### config.mk
export PLATFORM = sky130hd
export DESIGN_NAME = circular_queue_with_drain_min_top
export DESIGN_NICKNAME = d
export VERILOG_FILES = /design/src/rtl/cqdm_pkg.sv /design/src/rtl/cqdm_ram.sv /design/src/rtl/circular_queue_with_drain_min_top.sv
export SDC_FILE = /design/constraint.sdc
export NUM_CORES = 1
export LEC_CHECK = 0
export ABC_AREA = 1
export BUFFER_PORTS_ARGS = -buffer_cell sky130_fd_sc_hd__buf_2
export CAP_MARGIN = 0
export CORE_UTILIZATION = 50
export CTS_CLUSTER_DIAMETER = 200
export CTS_CLUSTER_SIZE = 14
export DETAILED_ROUTE_END_ITERATION = 8
export GPL_TIMING_DRIVEN = 1
export PLACE_DENSITY = 0.75
export SLEW_MARGIN = 25
export SYNTH_ARGS = -nofsm -noshare
export SYNTH_HDL_FRONTEND = slang
export SYNTH_SLANG_ARGS = --single-unit
### constraint.sdc
create_clock -name clock -period 5.8 [get_ports clock]
set_input_delay 1.16 -clock clock [delete_from_list [all_inputs] [get_ports clock]]
set_output_delay 1.16 -clock clock [all_outputs]
set_load 0.03 [all_outputs]
### src/rtl/cqdm_pkg.sv
package cqdm_pkg;

   // Storage depth of the ring and the widths that follow from it.
   localparam int DEPTH = 16;
   localparam int IDX_W = $clog2(DEPTH);
   localparam int CNT_W = $clog2(DEPTH + 1);
   localparam int VAL_W = 32;

   // Action codes carried on the request side.
   localparam logic [2:0] ACT_ENQUEUE     = 3'd0;
   localparam logic [2:0] ACT_DEQUEUE     = 3'd1;
   localparam logic [2:0] ACT_PEEK_OLDEST = 3'd2;
   localparam logic [2:0] ACT_PEEK_NEWEST = 3'd3;
   localparam logic [2:0] ACT_DRAIN_MIN   = 3'd4;

   // Status codes carried on the response side.
   localparam logic [1:0] STAT_OK    = 2'd0;
   localparam logic [1:0] STAT_FULL  = 2'd1;
   localparam logic [1:0] STAT_EMPTY = 2'd2;

   // Starting value of the minimum search.
   localparam logic signed [VAL_W-1:0] MIN_SEED = 32'sd99999;

   // Next slot index, wrapping at the programmed capacity.
   function automatic logic [IDX_W-1:0] idx_next(input logic [IDX_W-1:0] idx,
                                                 input logic [CNT_W-1:0] cap);
      logic [CNT_W-1:0] n;
      n = CNT_W'(idx) + CNT_W'(1);
      return (n >= cap) ? '0 : n[IDX_W-1:0];
   endfunction

   // Previous slot index, wrapping at the programmed capacity.
   function automatic logic [IDX_W-1:0] idx_prev(input logic [IDX_W-1:0] idx,
                                                 input logic [CNT_W-1:0] cap);
      logic [CNT_W-1:0] m;
      m = cap - CNT_W'(1);
      return (idx == '0) ? m[IDX_W-1:0] : idx - IDX_W'(1);
   endfunction

endpackage

### src/rtl/cqdm_ram.sv
module cqdm_ram #(
   parameter int WIDTH = 32,
   parameter int DEPTH = 16
) (
   input  logic                     clock,
   input  logic                     wr_en,
   input  logic [$clog2(DEPTH)-1:0] wr_addr,
   input  logic [WIDTH-1:0]         wr_data,
   input  logic [$clog2(DEPTH)-1:0] rd_addr,
   output logic [WIDTH-1:0]         rd_data
);

   logic [WIDTH-1:0] mem [DEPTH];

   // One write port and one read port with registered read data.
   always_ff @(posedge clock) begin
      if (wr_en) begin
         mem[wr_addr] <= wr_data;
      end
      rd_data <= mem[rd_addr];
   end

endmodule

### src/rtl/circular_queue_with_drain_min_top.sv
// Ring-buffer FIFO of signed 32-bit values with a programmable capacity (1 to
// the storage depth, written through csr_wr_en/csr_wr_data while the queue is
// empty; the write also sends both pointers back to slot 0). Each request beat
// carries one action: enqueue, dequeue, peek at the oldest or newest entry, or
// drain the queue returning the least of 99999 and every drained entry. Every
// response beat carries the value, a status, the entry count and the full and
// empty flags after the action. Items are handled one at a time. Enqueue, any
// error and unknown actions produce their response in the cycle after the request
// is accepted; dequeue and both peeks pass through the S_READ state first, as the
// slot memory's read data is registered; a drain stays in S_DRAIN for one memory
// read per entry. A new request is taken while the sequencer is idle and the
// response register is free or is being emptied in the same cycle.
module circular_queue_with_drain_min_top (
   input  logic                       clock,
   input  logic                       reset,
   // Configuration: capacity.
   input  logic                       csr_wr_en,
   input  logic [cqdm_pkg::CNT_W-1:0] csr_wr_data,
   // Requests.
   input  logic                       req_tvalid,
   output logic                       req_tready,
   input  logic [31:0]                req_tdata,   // [31:0] push_value
   input  logic [2:0]                 req_tuser,   // [2:0] action
   // Responses.
   output logic                       rsp_tvalid,
   input  logic                       rsp_tready,
   output logic [39:0]                rsp_tdata,   // [31:0] result_value,
                                                   // [36:32] entries_held,
                                                   // [37] is_full, [38] is_empty
   output logic [1:0]                 rsp_tuser    // [1:0] status
);

   import cqdm_pkg::*;

   typedef enum logic [1:0] {
      S_IDLE,
      S_READ,
      S_DRAIN
   } state_type;

   state_type               state_ff, state_in;
   logic [IDX_W-1:0]        head_ff, head_in;
   logic [IDX_W-1:0]        tail_ff, tail_in;
   logic [CNT_W-1:0]        count_ff, count_in;
   logic [CNT_W-1:0]        cap_ff, cap_in;
   logic [CNT_W-1:0]        left_ff, left_in;
   logic                    deq_ff, deq_in;
   logic signed [VAL_W-1:0] min_ff, min_in;
   logic                    rsp_valid_ff, rsp_valid_in;
   logic [VAL_W-1:0]        rsp_value_ff, rsp_value_in;
   logic [1:0]              rsp_status_ff, rsp_status_in;

   logic                    accept;
   logic [2:0]              action;
   logic                    wr_en;
   logic [IDX_W-1:0]        rd_addr;
   logic [VAL_W-1:0]        rd_data;
   logic signed [VAL_W-1:0] cand_min;

   assign action     = req_tuser;
   assign req_tready = (state_ff == S_IDLE) && (!rsp_valid_ff || rsp_tready);
   assign accept     = req_tvalid && req_tready;

   // Slot memory: enqueue writes at the tail, reads follow the FSM.
   assign wr_en = accept && (action == ACT_ENQUEUE) && (count_ff < cap_ff);

   always_comb begin
      if (state_ff == S_DRAIN) begin
         rd_addr = head_ff;
      end else if (action == ACT_PEEK_NEWEST) begin
         rd_addr = idx_prev(tail_ff, cap_ff);
      end else begin
         rd_addr = head_ff;
      end
   end

   cqdm_ram #(
      .WIDTH (VAL_W),
      .DEPTH (DEPTH)
   ) u_slots (
      .clock   (clock),
      .wr_en   (wr_en),
      .wr_addr (tail_ff),
      .wr_data (req_tdata),
      .rd_addr (rd_addr),
      .rd_data (rd_data)
   );

   // Running minimum including the entry that just came out of memory.
   assign cand_min = ($signed(rd_data) < min_ff) ? $signed(rd_data) : min_ff;

   // Next-state logic for the sequencer, pointers and response register.
   always_comb begin
      state_in      = state_ff;
      head_in       = head_ff;
      tail_in       = tail_ff;
      count_in      = count_ff;
      cap_in        = cap_ff;
      left_in       = left_ff;
      deq_in        = deq_ff;
      min_in        = min_ff;
      rsp_valid_in  = rsp_valid_ff && !rsp_tready;
      rsp_value_in  = rsp_value_ff;
      rsp_status_in = rsp_status_ff;

      unique case (state_ff)
         S_IDLE: begin
            if (accept) begin
               rsp_value_in  = '0;
               rsp_status_in = STAT_OK;
               case (action)
                  ACT_ENQUEUE: begin
                     rsp_valid_in = 1'b1;
                     if (count_ff >= cap_ff) begin
                        rsp_status_in = STAT_FULL;
                     end else begin
                        tail_in  = idx_next(tail_ff, cap_ff);
                        count_in = count_ff + CNT_W'(1);
                     end
                  end
                  ACT_DEQUEUE, ACT_PEEK_OLDEST, ACT_PEEK_NEWEST: begin
                     if (count_ff == '0) begin
                        rsp_valid_in  = 1'b1;
                        rsp_status_in = STAT_EMPTY;
                     end else begin
                        deq_in   = (action == ACT_DEQUEUE);
                        state_in = S_READ;
                     end
                  end
                  ACT_DRAIN_MIN: begin
                     min_in = MIN_SEED;
                     if (count_ff == '0) begin
                        rsp_valid_in = 1'b1;
                        rsp_value_in = MIN_SEED;
                        head_in      = tail_ff;
                     end else begin
                        head_in  = idx_next(head_ff, cap_ff);
                        left_in  = count_ff;
                        state_in = S_DRAIN;
                     end
                  end
                  default: begin
                     rsp_valid_in = 1'b1;
                  end
               endcase
            end else if (csr_wr_en && (count_ff == '0)) begin
               // Capacity is saturated into 1..DEPTH; pointers restart.
               if (csr_wr_data == '0) begin
                  cap_in = CNT_W'(1);
               end else if (csr_wr_data > CNT_W'(DEPTH)) begin
                  cap_in = CNT_W'(DEPTH);
               end else begin
                  cap_in = csr_wr_data;
               end
               head_in = '0;
               tail_in = '0;
            end
         end

         S_READ: begin
            rsp_valid_in = 1'b1;
            rsp_value_in = rd_data;
            if (deq_ff) begin
               head_in  = idx_next(head_ff, cap_ff);
               count_in = count_ff - CNT_W'(1);
            end
            state_in = S_IDLE;
         end

         S_DRAIN: begin
            // One entry arrives per cycle; the next read is already issued.
            min_in  = cand_min;
            head_in = idx_next(head_ff, cap_ff);
            left_in = left_ff - CNT_W'(1);
            if (left_ff == CNT_W'(1)) begin
               rsp_valid_in = 1'b1;
               rsp_value_in = cand_min;
               head_in      = tail_ff;
               count_in     = '0;
               state_in     = S_IDLE;
            end
         end

         default: begin
            state_in = S_IDLE;
         end
      endcase
   end

   // Control state with synchronous reset.
   always_ff @(posedge clock) begin
      if (reset) begin
         state_ff     <= S_IDLE;
         head_ff      <= '0;
         tail_ff      <= '0;
         count_ff     <= '0;
         cap_ff       <= CNT_W'(DEPTH);
         rsp_valid_ff <= 1'b0;
      end else begin
         state_ff     <= state_in;
         head_ff      <= head_in;
         tail_ff      <= tail_in;
         count_ff     <= count_in;
         cap_ff       <= cap_in;
         rsp_valid_ff <= rsp_valid_in;
      end
   end

   // Payload registers.
   always_ff @(posedge clock) begin
      left_ff       <= left_in;
      deq_ff        <= deq_in;
      min_ff        <= min_in;
      rsp_value_ff  <= rsp_value_in;
      rsp_status_ff <= rsp_status_in;
   end

   // Count and flags reflect the queue after the action being reported.
   assign rsp_tvalid = rsp_valid_ff;
   assign rsp_tuser  = rsp_status_ff;
   assign rsp_tdata  = {1'b0, (count_ff == '0), (count_ff == cap_ff), count_ff, rsp_value_ff};

endmodule

==> run metrics, run 1 <==
vias per inst 5.94; largest net degree at the start of global routing 257; # IOs just under 90; CP cell instances inv_1 > ha_1 > nand2_4 > nand2_2 > o21ai_4 > ha_1 > xor2_1 > or2_1 > o21ai_2 > clkinv_2 > buf_4 > buf_4 > o211ai_1 > nand2_1; Iter 0 DRT Violations between 2,000 and 2,500; I/O Buffers 87; fillers 4,152; CTS tree yes; Fin. Hold Viols 0; root buffer cell clkbuf_16; number of buffers inserted by hold repair at cts 0; Vias 17,700; Syn-to-layout area delta 10.7%; unrepaired setup endpoints after global routing false; setup ws final 1.82 ns; critical path class reg -> reg; Max-Slew Margin vs Limit 0.402; Seq cells post-synth 637; Ys Warns 0; Unique masters post-synth 45; Pleak 10.4 nW; grt ovf 0; Slowest-stage cell, CP clkinv_2; antenna violations before repair 1; first-pass GRT wire length 98,000 um; antenna cells 0; Initial Util 0.507; Post-CTS Setup Bufs 0; die area 0.0543 sq mm; ys flop type edfxtp_1; Placeable Area 0.0527 sq mm; Yosys top cell area share 0.657; Hold Path Class reg -> reg; TritonCTS Sinks 637; Seq/Total Area, Yosys 0.696; period utilization 0.687; Tmin final 3.98 ns; CTS Buf Count 51; outcome completed; Post-route DRC 0; vias in the first global route 17,600; GR Util met3 0.0393; # rows 84; WL/cell 21.1 um; VDD IR max 0.000335 V; most area-hungry cell type in the Yosys netlist edfxtp_1; endpoint class of the critical path flop; final setup vio count 0; setup_tns 0 ns; clk_skew 0.0230 ns; post-CTS sizing 0; share of post-route cells with drive strength above 1 0.0941; final WL 62,600 um; Synth Net Count 2,307; Critical Path RT 6.30 ns; hpwl dp 37,500 um; FFs w/ async S/R, synth 0; antenna viol nets, final 0; die width 233 um; EDFF count, synth just under 600; design area ~0.030 sq mm; final core utilization 0.561; Reg clk slew, reported paths 0.07 ns; Arrival @ worst endpoint 4.49 ns; worst skew pair latency 0.62 ns; met1 usage 0.315; Max H-tree Level 2; Max Fclk around 250 MHz; Pre-Repair DR Iteration Count 6; Die Y-Extent 233 um; number of max-cap violations 0; deepest clock path buffer count 3; cells after synthesis 2,200; net count reported at finish 2,352; Post-DP Area approximately 0.028 sq mm; met2 Usage GRT 0.390; Avg Cell Area, Syn roughly 12 sq um; total track usage 0.234; critical path fanouts, max 57; delay of the slowest critical-path stage a little under 0.6 ns; worst slew pin tran 0.895 ns; grt peak-use layer met2; PD cells 435 mW/mm^2; pins over their slew limit 0; dpl ws 1.64 ns; Synth area leaders edfxtp_1 66%, nor2_1 4.5%, o21ai_0 4.2%, dfxtp_1 4.0%, nand2_1 3.3%; Cell Area, Synth ~0.027 sq mm; crit start category flop; RePlAce Congestion 0.865
## path summary, 6_finish.rpt
kind,slack (ns),from,end,cells past startpoint
min reg2reg,0.51,state_ff[1],state_ff[1],2
max,1.82,tail_ff[0],u_slots.rd_data[4],14
max reg2reg,1.82,tail_ff[0],u_slots.rd_data[4],14
min,0.51,state_ff[1],state_ff[1],2
## cell usage in the layout, fill, tap and decap left out, types with 6 or more instances in the layout
cell type,netlist,final
xor2_1,7,7
o22ai_1,53,53
clkbuf_16,0,52
ha_1,61,61
nor2_4,1,16
inv_2,9,6
o21ai_0,225,225
inv_1,139,139
dfxtp_1,53,53
buf_12,0,6
nand3_1,81,81
nor2_1,321,304
edfxtp_1,584,584
clkbuf_1,50,38
a31oi_1,8,8
buf_2,59,87
o211ai_1,54,54
buf_16,0,12
o221ai_1,75,75
a211oi_1,8,8
o21ai_1,56,56
a21oi_1,62,62
nand2_1,235,235
buf_4,6,15
## logic make-up after synthesis
group                    count (synthesis)  share of synthesized area
flip-flops                             637                      0.696
buffers and inverters                  277                     0.0459
AO/OA/AOI/OAI                          556                      0.126
XOR/XNOR                                12                    0.00394
adder cells (fa/ha/maj)                 62                     0.0293
other                                    1                   0.000140
AND/OR/NAND/NOR                        655                     0.0983
## layer usage
metal / part of all wire / wire, um
met2: 0.48 / 30300
met3: 0.084 / 5230
met1: 0.41 / 25700
met4: 0.021 / 1350
met5: 0.00011 / 7
## area by class of cell
cell class              count  area, sq um  area share
clock inverters             3         58.8     0.00199
clock buffers              90         1440      0.0489
repair buffers            121         1010      0.0343
flip-flops and latches    637        18600       0.629
well taps                 688          861      0.0291
inverters                 148          564      0.0191
multi-input cells        1286         7020       0.237
## stage by stage
stage / power [mW] / std cells / hold slack [ns]
after floorplan: 8.50 / 2200 / 0.472
after CTS: 12.9 / 2972 / 0.508
after detailed placement: 9.63 / 2879 / 0.498
final: 12.9 / 2973 / 0.506
after global placement: 9.48 / 2864 / 0.488
after global routing: 13.5 / 2973 / 0.561
## flip-flops by register name (all words and copies together), names as in the netlist
register         count
rsp_tvalid           1
left_ff              5
deq_ff               1
head_ff              4
cap_ff               5
rsp_tuser            2
state_ff             2
min_ff              32
count_ff             5
u_slots.mem        512
tail_ff              4
rsp_value_ff        32
u_slots.rd_data     32
## worst max-delay path, delay by kind of cell, from the launching register on
family | cells | cell delay [ns]
AND/OR/NAND/NOR | 4 | 0.50
adder cells (fa/ha/maj) | 2 | 0.53
flip-flops | 1 | 0.37
XOR/XNOR | 1 | 0.16
AO/OA/AOI/OAI | 3 | 0.63
buffers and inverters | 4 | 1.66
## synthesized netlist by cell type (12+ instances only)
cell and instances:
ha_1 61, o22ai_1 53, edfxtp_1 584, a21oi_1 62, inv_1 139, nand3_1 81, clkbuf_1 50, buf_6 12
dfxtp_1 53, o211ai_1 54, o221ai_1 75, o21ai_0 225, o21ai_1 56, nand2_1 235, buf_2 59, nor2_1 321
## power by group
group          switching, mW  internal, mW  total (mW)
Combinational           2.79          1.19        3.97
Sequential             0.310          5.31        5.62
Clock                   1.58          1.69        3.27
Total                   4.67          8.19        12.9
No activity file was read; power rests on OpenSTA's default activity.
==> run 2: changes to the inputs <==
Settings changed: ABC_AREA 1 to 0.
Clock period 5.8 ns to 4.1 ns, I/O delays scaled along.
==> run 2 against run 1 <==
Die area decreased by 1.9%. Worst setup slack got worse by 1.0 ns. Hold slack got worse by 0.036 ns. Maximum frequency increased by 20%. Utilization increased by 0.48 points. Global-route usage decreased by 2.9 points. Clock-buffer cell count increased by 3. Critical path depth decreased by 3. Combinational power increased by 17%. Critical endpoint is now u_slots.rd_data[25].
==> run metrics, run 2 <==
PD cells 590 mW/mm^2; Synth Net Count 1,535; Post-route DRC 0; WL/cell about 24 um; most frequent cells in the layout 584 x edfxtp_1, 130 x mux2i_1, 128 x mux4_2; hpwl dp 31,100 um; Syn-to-layout area delta 11.3%; # rows 83; antenna viol nets, final 0; Die Y-Extent 231 um; CTS Buf Count 51; Worst R2R Setup Slack 0.78 ns; CTS tree yes; Reg clk slew, reported paths 0.07 ns; crit start category flop; Post-CTS Setup Bufs 0; Placeable Area between 0.05 and 0.06 sq mm; Seq cells post-synth ~640; cells after synthesis 1,428; hold path depth 1; unrepaired setup endpoints after global routing false; worst reg2reg path depth 11; Yosys top cell area share 0.669; Max Fclk 301 MHz; Tmin final around 3.3 ns; Max-Slew Margin vs Limit 0.331; Seq/Total Area, Yosys 0.710; endpoint class of the critical path flop; pins over their slew limit 0; grt ovf 0; Max H-tree Level 2; post-CTS sizing 0; Hold Path Sink cap_ff[4]; first-pass GRT wire length between 80,000 and 90,000 um; worst slew pin tran 0.999 ns; Critical Path RT 4.58 ns; ys flop type edfxtp_1; Top reg by flops u_slots.mem; total track usage 0.204; most area-hungry cell type in the Yosys netlist edfxtp_1; Iter 0 DRT Violations 1,373; Synth area leaders edfxtp_1 67%, mux4_2 11%, mux2i_1 5.0%, dfxtp_1 4.1%, ha_1 2.9%; number of buffers inserted by hold repair at cts 0; fillers roughly 3,900; VDD IR max 0.000307 V; Arrival @ worst endpoint around 3.8 ns; share of post-route cells with drive strength above 1 0.216; Unique masters post-synth 62; I/O Buffers 87; Largest register FFs 512; RePlAce Congestion 0.815; clk_skew 0.0137 ns; largest net degree at the start of global routing between 60 and 70; final WL 53,500 um; period utilization 0.809; vias per inst 5.92; setup_tns 0 ns; Cell Area, Synth 0.0262 sq mm; root buffer cell clkbuf_16; net count reported at finish 1,649; Fin. Hold Viols 0; Pleak 9.86 nW; reg-to-reg startpoint tail_ff[1]; deepest clock path buffer count 3; vias in the first global route about 13,000; Initial Util 0.509; FFs w/ async S/R, synth 0; worst skew pair latency 0.60 ns; Ys Warns 0; outcome completed; synth cell count leaders 584 x edfxtp_1, 130 x mux2i_1, 128 x mux4_2, 69 x nand2_1, 65 x nor2_1; critical path class reg -> reg; critical path fanouts, max between 40 and 50; Hold Path Class reg -> reg; EDFF count, synth between 500 and 600; number of max-cap violations 0; Pre-Repair DR Iteration Count 5; Vias 13,400; Avg Cell Area, Syn roughly 18 sq um; most common cell after layout, fill and taps aside edfxtp_1; final setup vio count 0; final core utilization 0.566; count leader, synth edfxtp_1; TritonCTS Sinks 637; die width 231 um; antenna violations before repair 2; die area approximately 0.053 sq mm; # IOs 89; hold_sp cap_ff[4]; R2R Path End u_slots.rd_data[25]
## run 2: cell count changes after synthesis, moves of 52 or more
cell      delta
inv_1       -88
o21ai_1     -56
mux2i_1    +130
mux4_2     +128
nand3_1     -70
nand2_1    -166
o221ai_1    -65
nor2_1     -256
o211ai_1    -52
o21ai_0    -212
## run 2: worst max path at each step
stage	from	to	slack (ns)	cells after the start
6_report	tail_ff[1]	u_slots.rd_data[25]	0.78	11
3_3_place_gp	req_tuser[2]	u_slots.rd_data[25]	0.62	8
5_1_grt	tail_ff[1]	u_slots.rd_data[24]	0.58	11
3_5_place_dp	req_tuser[2]	u_slots.rd_data[24]	0.61	8
2_1_floorplan	rsp_tready	left_ff[0]	0.18	5
4_1_cts	tail_ff[1]	u_slots.rd_data[24]	0.76	11
## run 2: worst max-delay path: stages (launching register included)
cell and delay [ns]:
dfxtp_1 0.48, inv_1 0.11, ha_1 0.24, nand3_1 0.24, mux2i_2 0.38, ha_1 0.20, nand2_1 0.08, o21ai_4 0.38
buf_12 0.36, mux4_2 0.34, mux2i_1 0.23, mux2i_1 0.11
## run 2: area by class of cell
class | instances | area, sq um | area share
multi-input combinational | 669 | 7100 | 0.244
clock inverter | 3 | 33.8 | 0.00116
antenna | 1 | 2.50 | 0.0000858
clock buffer | 93 | 1460 | 0.0499
tap | 680 | 851 | 0.0292
timing repair buffer | 129 | 913 | 0.0313
inverter | 54 | 203 | 0.00695
sequential | 637 | 18600 | 0.638
## run 2: cell families (layout without fill, tap and decap cells)
kind of cell | after synthesis | in the layout | share of synthesized area
AOI/OAI and AO/OA | 133 | 133 | 0.0342
xor gates and xnor gates | 12 | 12 | 0.00401
adders and majority gates | 62 | 62 | 0.0299
buffers and inverters | 122 | 279 | 0.0256
DFF | 637 | 637 | 0.710
muxes | 262 | 262 | 0.162
other | 1 | 2 | 0.000143
and+or+nand+nor | 199 | 199 | 0.0346
## run 2: report_power, final
group / total [mW] / internal [mW] / switching, mW
clock network: 4.56 / 2.39 / 2.17
registers: 7.99 / 7.58 / 0.411
logic: 4.65 / 2.07 / 2.58
## run 2: stage by stage
stage               hold WS [ns]  total power, mW  cell area, sq um  std cells  worst slack [ns]
floorplan                  0.435             11.7             26200       1428             0.181
global placement           0.448             12.7             27700       2169             0.623
detailed placement         0.454             12.8             27700       2169             0.609
CTS                        0.471             17.3             29200       2265             0.765
global route               0.489             18.0             29200       2265             0.579
finish                     0.469             17.2             29200       2266             0.781
## run 2: layer usage
| layer | share of wire | vias up | track usage |
|---|---|---|---|
| li1 | - | 5922 | - |
| met1 | 0.43 | 6973 | 0.284 |
| met2 | 0.49 | 440 | 0.339 |
| met3 | 0.059 | 79 | 0.0332 |
| met4 | 0.018 | 2 | 0.0486 |
| met5 | 0.00022 | - | 0 |
